[config.mk]
export PLATFORM = sky130hd
export DESIGN_NAME = sensor_frame_crc_decoder_top
export DESIGN_NICKNAME = d
export VERILOG_FILES = /design/src/sv/sfcd_pkg.sv /design/src/sv/sfcd_crc8.sv /design/src/sv/sfcd_field_decode.sv /design/src/sv/sensor_frame_crc_decoder_top.sv
export SDC_FILE = /design/constraint.sdc
export NUM_CORES = 1
export LEC_CHECK = 0
export ABC_CLOCK_PERIOD_IN_PS = 3800
export BUFFER_PORTS_ARGS = -buffer_cell sky130_fd_sc_hd__buf_2
export CORE_MARGIN = 8
export CORE_UTILIZATION = 55
export CTS_BUF_LIST = sky130_fd_sc_hd__clkbuf_4 sky130_fd_sc_hd__clkbuf_8
export CTS_CLUSTER_DIAMETER = 120
export CTS_CLUSTER_SIZE = 16
export DETAILED_ROUTE_END_ITERATION = 8
export PLACE_DENSITY = 0.79
export SLEW_MARGIN = 20
export SYNTH_ARGS = -nofsm -noshare
export SYNTH_HDL_FRONTEND = slang
export SYNTH_SLANG_ARGS = --single-unit
[constraint.sdc]
create_clock -name aclk -period 3.8 [get_ports aclk]
set_input_delay 0.38 -clock aclk [delete_from_list [all_inputs] [get_ports aclk]]
set_output_delay 0.38 -clock aclk [all_outputs]
set_load 0.01 [all_outputs]
[src/sv/sfcd_pkg.sv]
// ----------------------------------------------------------------------------
// sfcd_pkg: shared types and constants
// Frame layout, CRC constants and the decoded result record.
// ----------------------------------------------------------------------------
package sfcd_pkg;

    localparam int          BYTE_W      = 8;
    localparam int          HELD_N      = 4;
    localparam int          COUNT_W     = 3;
    localparam int          TEMP_W      = 12;

    localparam logic [BYTE_W-1:0]  CRC_POLY    = 8'h31;
    localparam logic [COUNT_W-1:0] LAST_INDEX  = 3'd4;
    localparam logic [TEMP_W-1:0]  TEMP_OFFSET = 12'd400;

    typedef logic [HELD_N-1:0][BYTE_W-1:0] held_bytes_t;

    typedef struct packed {
        logic                     crc_ok;
        logic [BYTE_W-1:0]        crc_residue;
        logic [5:0]               sensor_id;
        logic                     reset_flag;
        logic signed [TEMP_W-1:0] temperature_tenths;
        logic [6:0]               humidity;
        logic                     weak_battery;
    } sfcd_result_t;

endpackage

[src/sv/sfcd_crc8.sv]
// ----------------------------------------------------------------------------
// sfcd_crc8: one-byte CRC-8 update
// Shifts one byte MSB first through the register, polynomial 0x31.
// ----------------------------------------------------------------------------
module sfcd_crc8 (
    input  logic [sfcd_pkg::BYTE_W-1:0] crc_in,
    input  logic [sfcd_pkg::BYTE_W-1:0] data_in,
    output logic [sfcd_pkg::BYTE_W-1:0] crc_out
);
    import sfcd_pkg::*;

    always_comb begin
        logic [BYTE_W-1:0] r;
        logic              top;
        r = crc_in;
        for (int b = BYTE_W - 1; b >= 0; b--) begin
            top = r[BYTE_W-1];
            r   = {r[BYTE_W-2:0], data_in[b]};
            if (top) begin
                r = r ^ CRC_POLY;
            end
        end
        crc_out = r;
    end

endmodule

[src/sv/sfcd_field_decode.sv]
// ----------------------------------------------------------------------------
// sfcd_field_decode: frame field extraction
// Builds the result record from the held bytes and the final residue.
// ----------------------------------------------------------------------------
module sfcd_field_decode (
    input  sfcd_pkg::held_bytes_t           held_in,
    input  logic [sfcd_pkg::BYTE_W-1:0]     residue_in,
    output sfcd_pkg::sfcd_result_t          result_out
);
    import sfcd_pkg::*;

    logic [TEMP_W-1:0] hundreds;
    logic [TEMP_W-1:0] tens;
    logic [TEMP_W-1:0] units;
    logic [TEMP_W-1:0] bcd_sum;

    // nibbles above nine keep their binary weight
    assign hundreds = TEMP_W'(held_in[1][3:0]) * TEMP_W'(100);
    assign tens     = TEMP_W'(held_in[2][7:4]) * TEMP_W'(10);
    assign units    = TEMP_W'(held_in[2][3:0]);
    assign bcd_sum  = hundreds + tens + units;

    always_comb begin
        result_out.crc_ok             = (residue_in == '0);
        result_out.crc_residue        = residue_in;
        result_out.sensor_id          = {held_in[0][3:0], held_in[1][7:6]};
        result_out.reset_flag         = held_in[1][5];
        result_out.temperature_tenths = signed'(bcd_sum - TEMP_OFFSET);
        result_out.humidity           = held_in[3][6:0];
        result_out.weak_battery       = held_in[3][7];
    end

endmodule

[src/sv/sensor_frame_crc_decoder_top.sv]
// ----------------------------------------------------------------------------
// sensor_frame_crc_decoder_top: five-byte sensor frame decoder with CRC-8
// Path: the fifth byte passes the input register, then the result register.
// Throughput: one byte per cycle unless m_tready stalls a full result register,
// set by the combinational CRC update between them; one result per five bytes.
// Reset: aresetn low clears both valid flags, the byte count and the CRC.
// ----------------------------------------------------------------------------
module sensor_frame_crc_decoder_top (
    input  logic        aclk,
    input  logic        aresetn,
    input  logic        s_tvalid,
    output logic        s_tready,
    input  logic [7:0]  s_tdata,   // [7:0] frame_byte
    input  logic [0:0]  s_tuser,   // [0] frame_start
    output logic        m_tvalid,
    input  logic        m_tready,
    output logic [39:0] m_tdata,   // [7:0] crc_residue, [13:8] sensor_id,
                                   // [14] reset_flag, [26:15] temperature_tenths,
                                   // [33:27] humidity, [34] weak_battery, rest zero
    output logic [0:0]  m_tuser    // [0] crc_ok
);
    import sfcd_pkg::*;

    // input register
    logic              in_valid_reg, in_valid_next;
    logic [BYTE_W-1:0] in_byte_reg;
    logic              in_start_reg;

    // frame state
    logic [COUNT_W-1:0] byte_count_reg, byte_count_next;
    logic [BYTE_W-1:0]  crc_reg, crc_next;
    held_bytes_t        held_reg;

    // result register
    logic         m_valid_reg, m_valid_next;
    sfcd_result_t m_data_reg;

    logic               out_free;
    logic               proc_fire;
    logic               emit;
    logic [COUNT_W-1:0] eff_count;
    logic [BYTE_W-1:0]  crc_base;
    logic [BYTE_W-1:0]  crc_upd;
    held_bytes_t        held_view;
    sfcd_result_t       result;

    // the result register can take a new value when empty or being drained
    assign out_free  = !m_valid_reg || m_tready;
    assign proc_fire = in_valid_reg && out_free;
    assign s_tready  = !in_valid_reg || out_free;

    // a start mark drops any partial frame and restarts the CRC
    assign eff_count = in_start_reg ? '0 : byte_count_reg;
    assign crc_base  = in_start_reg ? '0 : crc_reg;
    assign emit      = (eff_count == LAST_INDEX);

    sfcd_crc8 u_crc8 (
        .crc_in  (crc_base),
        .data_in (in_byte_reg),
        .crc_out (crc_upd)
    );

    // bytes 0 to 3 are all held by the time the fifth byte arrives
    assign held_view = held_reg;

    sfcd_field_decode u_decode (
        .held_in    (held_view),
        .residue_in (crc_upd),
        .result_out (result)
    );

    always_comb begin
        in_valid_next = in_valid_reg;
        if (s_tready) begin
            in_valid_next = s_tvalid;
        end
    end

    always_comb begin
        byte_count_next = byte_count_reg;
        crc_next        = crc_reg;
        if (proc_fire) begin
            if (emit) begin
                byte_count_next = '0;
                crc_next        = '0;
            end else begin
                byte_count_next = eff_count + COUNT_W'(1);
                crc_next        = crc_upd;
            end
        end
    end

    always_comb begin
        m_valid_next = m_valid_reg;
        if (out_free) begin
            m_valid_next = proc_fire && emit;
        end
    end

    // control state
    always_ff @(posedge aclk) begin
        if (!aresetn) begin
            in_valid_reg   <= 1'b0;
            byte_count_reg <= '0;
            crc_reg        <= '0;
            m_valid_reg    <= 1'b0;
        end else begin
            in_valid_reg   <= in_valid_next;
            byte_count_reg <= byte_count_next;
            crc_reg        <= crc_next;
            m_valid_reg    <= m_valid_next;
        end
    end

    // payload: capture input transaction, held bytes and result
    always_ff @(posedge aclk) begin
        if (s_tvalid && s_tready) begin
            in_byte_reg  <= s_tdata;
            in_start_reg <= s_tuser[0];
        end
        if (proc_fire && !emit) begin
            held_reg[eff_count[1:0]] <= in_byte_reg;
        end
        if (proc_fire && emit) begin
            m_data_reg <= result;
        end
    end

    assign m_tvalid = m_valid_reg;
    assign m_tuser  = m_data_reg.crc_ok;
    assign m_tdata  = {5'b0,
                       m_data_reg.weak_battery,
                       m_data_reg.humidity,
                       m_data_reg.temperature_tenths,
                       m_data_reg.reset_flag,
                       m_data_reg.sensor_id,
                       m_data_reg.crc_residue};

    // the count never passes the fifth byte position
    a_count_range: assert property (@(posedge aclk) disable iff (!aresetn)
        byte_count_reg <= LAST_INDEX)
        else $error("byte count out of range");

    // a processed fifth byte always presents a result next cycle
    a_emit_valid: assert property (@(posedge aclk) disable iff (!aresetn)
        proc_fire && emit |=> m_tvalid)
        else $error("fifth byte did not produce a result");

    // crc_ok agrees with the residue it was derived from
    a_crc_flag: assert property (@(posedge aclk) disable iff (!aresetn)
        m_tvalid |-> (m_tuser[0] == (m_tdata[7:0] == 8'h00)))
        else $error("crc_ok disagrees with residue");

    // a non-final byte leaves the result side untouched
    a_no_spurious: assert property (@(posedge aclk) disable iff (!aresetn)
        !m_tvalid && !(proc_fire && emit) |=> !m_tvalid)
        else $error("result appeared without a fifth byte");

endmodule
# After elaboration in Yosys (flattened, before gate mapping)
# Index checks and enable logic that the tools add are counted.
# word_totals
out_inout_bits,43
register_bits,90
# op_classes
n_lt_le_gt_ge,2
n_mul,2
muxes,15
bitwise_logic,8
eq_ne,1
add_sub_neg,4
reduce_logical,11
# ops
operator,count
2-to-1 mux 6 bit,8
bitwise mux 32 bit,1
2-to-1 mux 8 bit,3
inverter 3 bit,8
demux 8 bit (select 2 bit),1
adder 11 x 8 -> 12 bit,1
adder 12 x 4 -> 12 bit,1
"subtractor 12 x 9 -> 12 bit, second input constant",1
"multiplier 4 x 5 -> 9 bit, second input constant",1
zero test 8 bit,1
"multiplier 4 x 3 -> 7 bit, second input constant",1
2-to-1 mux 3 bit,2
logical AND 1 bit,5
"adder 3 x 1 -> 3 bit, second input constant",1
"== test 3 bit, second input constant",1
zero test 1 bit,3
"less-than comparator 2 x 3 -> 1 bit, second input constant",1
"greater-or-equal comparator 2 x 1 -> 1 bit, second input constant",1
logical OR 1 bit,2

# Depth between registers and ports, before layout
# depth
depth_word,18
ltp_mapped,11
ltp_nobuf,11

# Hierarchy
# From an unflattened synthesis, not the netlist that was laid out.
# unflattened
hier_cells,307
area_unflattened_um2,4277.9
# by_module_without_submodules
module,area_each_um2,n_inst,seq_area_each_um2,cells_per_inst
sensor_frame_crc_decoder_top,3009.1,1,2572.5,168
sfcd_field_decode,1029.7,1,0.0,120
sfcd_crc8,239.0,1,0.0,19

# Least setup slack after synthesis
# OpenSTA, ideal clock, no wires.
# synth_path
path_kind,register -> register
startpoint,reg in_start_reg
endpoint,"reg m_data_reg, in the netlist m_tdata[0] (enable)"
path_slack_ns,0.407
path_stages_with_launch,7
synth_period_minus_slack_ns,3.393
t_arrival_ns,2.962
setup_time_ns,0.431
path_cell_list,edfxtp_1 clkbuf_1 clkbuf_1 nand2b_1 ha_1 nand3b_1 nor2_1
# synth_via
elab_chain_len,3
# synth_rtl
element,line,text
start: declaration,sensor_frame_crc_decoder_top.sv:27,logic in_start_reg;
start signal: assignment,sensor_frame_crc_decoder_top.sv:119,in_start_reg <= s_tuser[0];
2-to-1 mux 3 bit,sensor_frame_crc_decoder_top.sv:53,assign eff_count = in_start_reg ? '0 : byte_count_reg;
== test 3 bit,sensor_frame_crc_decoder_top.sv:55,assign emit = (eff_count == LAST_INDEX);
logical AND 1 bit,sensor_frame_crc_decoder_top.sv:124,if (proc_fire && emit) begin
end signal: assignment,sensor_frame_crc_decoder_top.sv:125,m_data_reg <= result;
end: declaration,sensor_frame_crc_decoder_top.sv:36,sfcd_result_t m_data_reg;
# Every way passes these cells.
# A chain may end at the register's enable or synchronous reset.

==> run summary <==
# DRC - 0
Core Rows - 31
synthesized area - 3945 µm²
final setup fails - 0
Design Area, Final - 4486 µm²
FMAX - 311.4 MHz
grt total ovfl - 0
Seq/Total Area, Yosys - 61.40%
unrepaired setup endpoints after global routing - false
detailed-placement wirelength estimate - 4791 µm
WHS - 0.1963 ns
met2 Resource Use GR - 23.48%
IO buf count - 50
crit path max fanout - 3
part of the cycle the worst path needs - 84.50%
CP Capture Type - flip-flop
Fillers - 560
Avg Cell Area, Syn - 13.70 µm²
Final Hold Viols - 0
CTS Sinks - 85
placed cells - 432
vias per cell - 5.025
hold crit path type - input port to flip-flop
Critical Path AT - 3.31 ns
CTS H-tree lvls - 3
final wirelength - 6507 µm
antenna violations before repair - 0
final core occ - 63.19%
largest net degree at the start of global routing - 27
Synth Warn # - 0
IO Pins - 56
max reg flops - 35
Hold Buf Count CTS - 0
Final Net Count - 394
Syn-to-layout area delta - 13.70%
vias in the first global route - 2252
global-route wire length before repair - 10240 µm
Critical Path RT - 3.90 ns
CTS buffer count - 9
slew margin rel. - 51.31%
clock tree from TritonCTS - yes
clk buf depth - 2
met3 usage - 4.489%
Die W - 100.7 µm
worst skew pair latency - 0.35 ns
GRT met1 Usage - 13.95%
drt pass-1 iters - 4
final setup skew - 0.005838 ns
Slew Viols, Final - 0
Cell Count, Final, Fillers Out - 447
status - completed
number of max-cap violations - 0
Avg WL per Cell - 14.56 µm
Worst Max-Slew Pin Slew - 0.7304 ns
core footprint - 7098 µm²
Detailed Route Iter0 Violations - 75
Initial Utilization - 55.58%
setup tns final - 0 ns
Die ar. - 10140 µm²
clock slew at reported path FFs - 0.08 ns
Peak VDD IR - 0.0002861 V
P_leak - 1.809 nW
fraction of layout cells with a size suffix above 1 - 20.11%
Placed Area - 4293 µm²
post-synth cell types - 41
crit path kind - flip-flop to flip-flop
gpl congestion - 0.7853
gr busiest metal - met2
die height - 100.7 µm
# diodes - 0
global-route usage over all layers - 13.50%
Mapped Cells - 288
crit path time final - 3.211 ns
post-CTS setup buffer count - 0
PD cells - 410.2 nW/µm²
synthesized flop and latch total - 85
post-detailed-route count of antenna-violating nets - 0
CTS resizes - 0
startpoint types - flip-flop
root buf cell - clkbuf_8
Vias - 2246
==> logic make-up after synthesis <==
kind of cell	count (synthesis)	synth area share (%)
muxes	3	0.7612
AOI/OAI and AO/OA	39	6.502
DFF	85	61.40
and+or+nand+nor	61	8.183
adders and majority gates	37	12.69
buffers and inverters	36	3.901
other	1	0.09506
xor gates and xnor gates	26	6.470
==> metal layers <==
metal / wire (µm) / up-vias
met5: 0 / -
li1: - / 1115
met2: 3288 / 52
met3: 319 / 17
met4: 198 / 0
met1: 2701 / 1062
==> placed cells by master (no fill, tap or decap), types with 10 or more instances in the layout <==
cell type	synthesis	routed
o21ai_0	10	10
inv_1	26	26
buf_2	0	50
nand2_1	17	17
edfxtp_1	72	72
ha_1	32	32
dfxtp_1	13	13
xor2_1	10	10
xnor2_1	14	14
==> synth_stat cells (all sizes together) <==
| library cell | n | share of area (%) |
|---|---|---|
| fa | 5 | 2.5 |
| o21ai | 10 | 1.3 |
| or3 | 2 | 0.32 |
| xnor3 | 2 | 1.1 |
| inv | 26 | 2.5 |
| nor2 | 6 | 0.57 |
| a2111oi | 1 | 0.22 |
| o2111a | 1 | 0.29 |
| xnor2 | 14 | 3.1 |
| dfxtp | 13 | 6.6 |
| or2 | 3 | 0.54 |
| nor4 | 1 | 0.32 |
| nand3 | 5 | 0.63 |
| a211o | 1 | 0.22 |
| a21o | 2 | 0.38 |
| o311ai | 1 | 0.22 |
| o21a | 4 | 0.76 |
| nor2b | 8 | 1.3 |
| mux2i | 3 | 0.76 |
| a21oi | 8 | 1.0 |
| buf | 5 | 0.95 |
| nand3b | 1 | 0.19 |
| a21boi | 5 | 0.95 |
| ha | 32 | 10 |
| o211ai | 2 | 0.38 |
| nand2 | 17 | 1.6 |
| nand2b | 3 | 0.48 |
| nor3 | 4 | 0.51 |
| nand4 | 1 | 0.16 |
| a22oi | 1 | 0.19 |
| conb | 1 | 0.095 |
| a32oi | 1 | 0.22 |
| and3 | 1 | 0.16 |
| clkbuf | 5 | 0.48 |
| edfxtp | 72 | 55 |
| and2 | 9 | 1.4 |
| xor2 | 10 | 2.2 |
| o2111ai | 1 | 0.22 |
| a31oi | 1 | 0.16 |
==> report_power, final <==
part | total (mW) | switching [mW] | internal, mW | leakage, nW
Clock | 0.634 | 0.328 | 0.306 | 0.0965
Combinational | 0.142 | 0.0766 | 0.0658 | 0.952
Sequential | 1.06 | 0.0288 | 1.03 | 0.760
Total | 1.84 | 0.433 | 1.41 | 1.81
==> cell type report <==
class / instances / area (µm²) / area share (%)
multi-input cells: 171 / 1391 / 31.02
clock buffers: 9 / 123.9 / 2.762
inverters: 26 / 97.59 / 2.176
flip-flops and latches: 85 / 2422 / 54.00
clock inverters: 6 / 68.82 / 1.534
repair buffers: 51 / 257.7 / 5.746
well taps: 99 / 123.9 / 2.762
==> critical path, cell delays in order (launching register included) <==
cell and delay [ns]:
edfxtp_1 0.43, ha_1 0.33, ha_1 0.23, fa_1 0.48, inv_1 0.05, ha_1 0.27, inv_1 0.04, ha_1 0.33
a21oi_1 0.22, o21ai_0 0.13, o311ai_0 0.36, xnor2_1 0.11
==> metrics by stage <==
stage | power [mW] | setup WS [ns]
floorplan | 1.192 | 0.4072
global placement | 1.222 | 0.7034
detailed placement | 1.228 | 0.6229
CTS | 1.857 | 0.6018
global route | 1.908 | 0.4282
finish | 1.840 | 0.5888
==> final timing paths <==
kind              slack, ns  depth (start not counted)                        to                   start
setup / recovery       0.59                         11     m_tdata[25]$_DFFE_PP_  held_reg[21]$_DFFE_PP_
hold / removal         0.20                          1  in_byte_reg[6]$_DFFE_PP_              s_tdata[6]
setup reg to reg       0.59                         11     m_tdata[25]$_DFFE_PP_  held_reg[21]$_DFFE_PP_
hold reg to reg        0.42                          0     m_tdata[31]$_DFFE_PP_  held_reg[28]$_DFFE_PP_
Power figures use the tool's default switching activity.
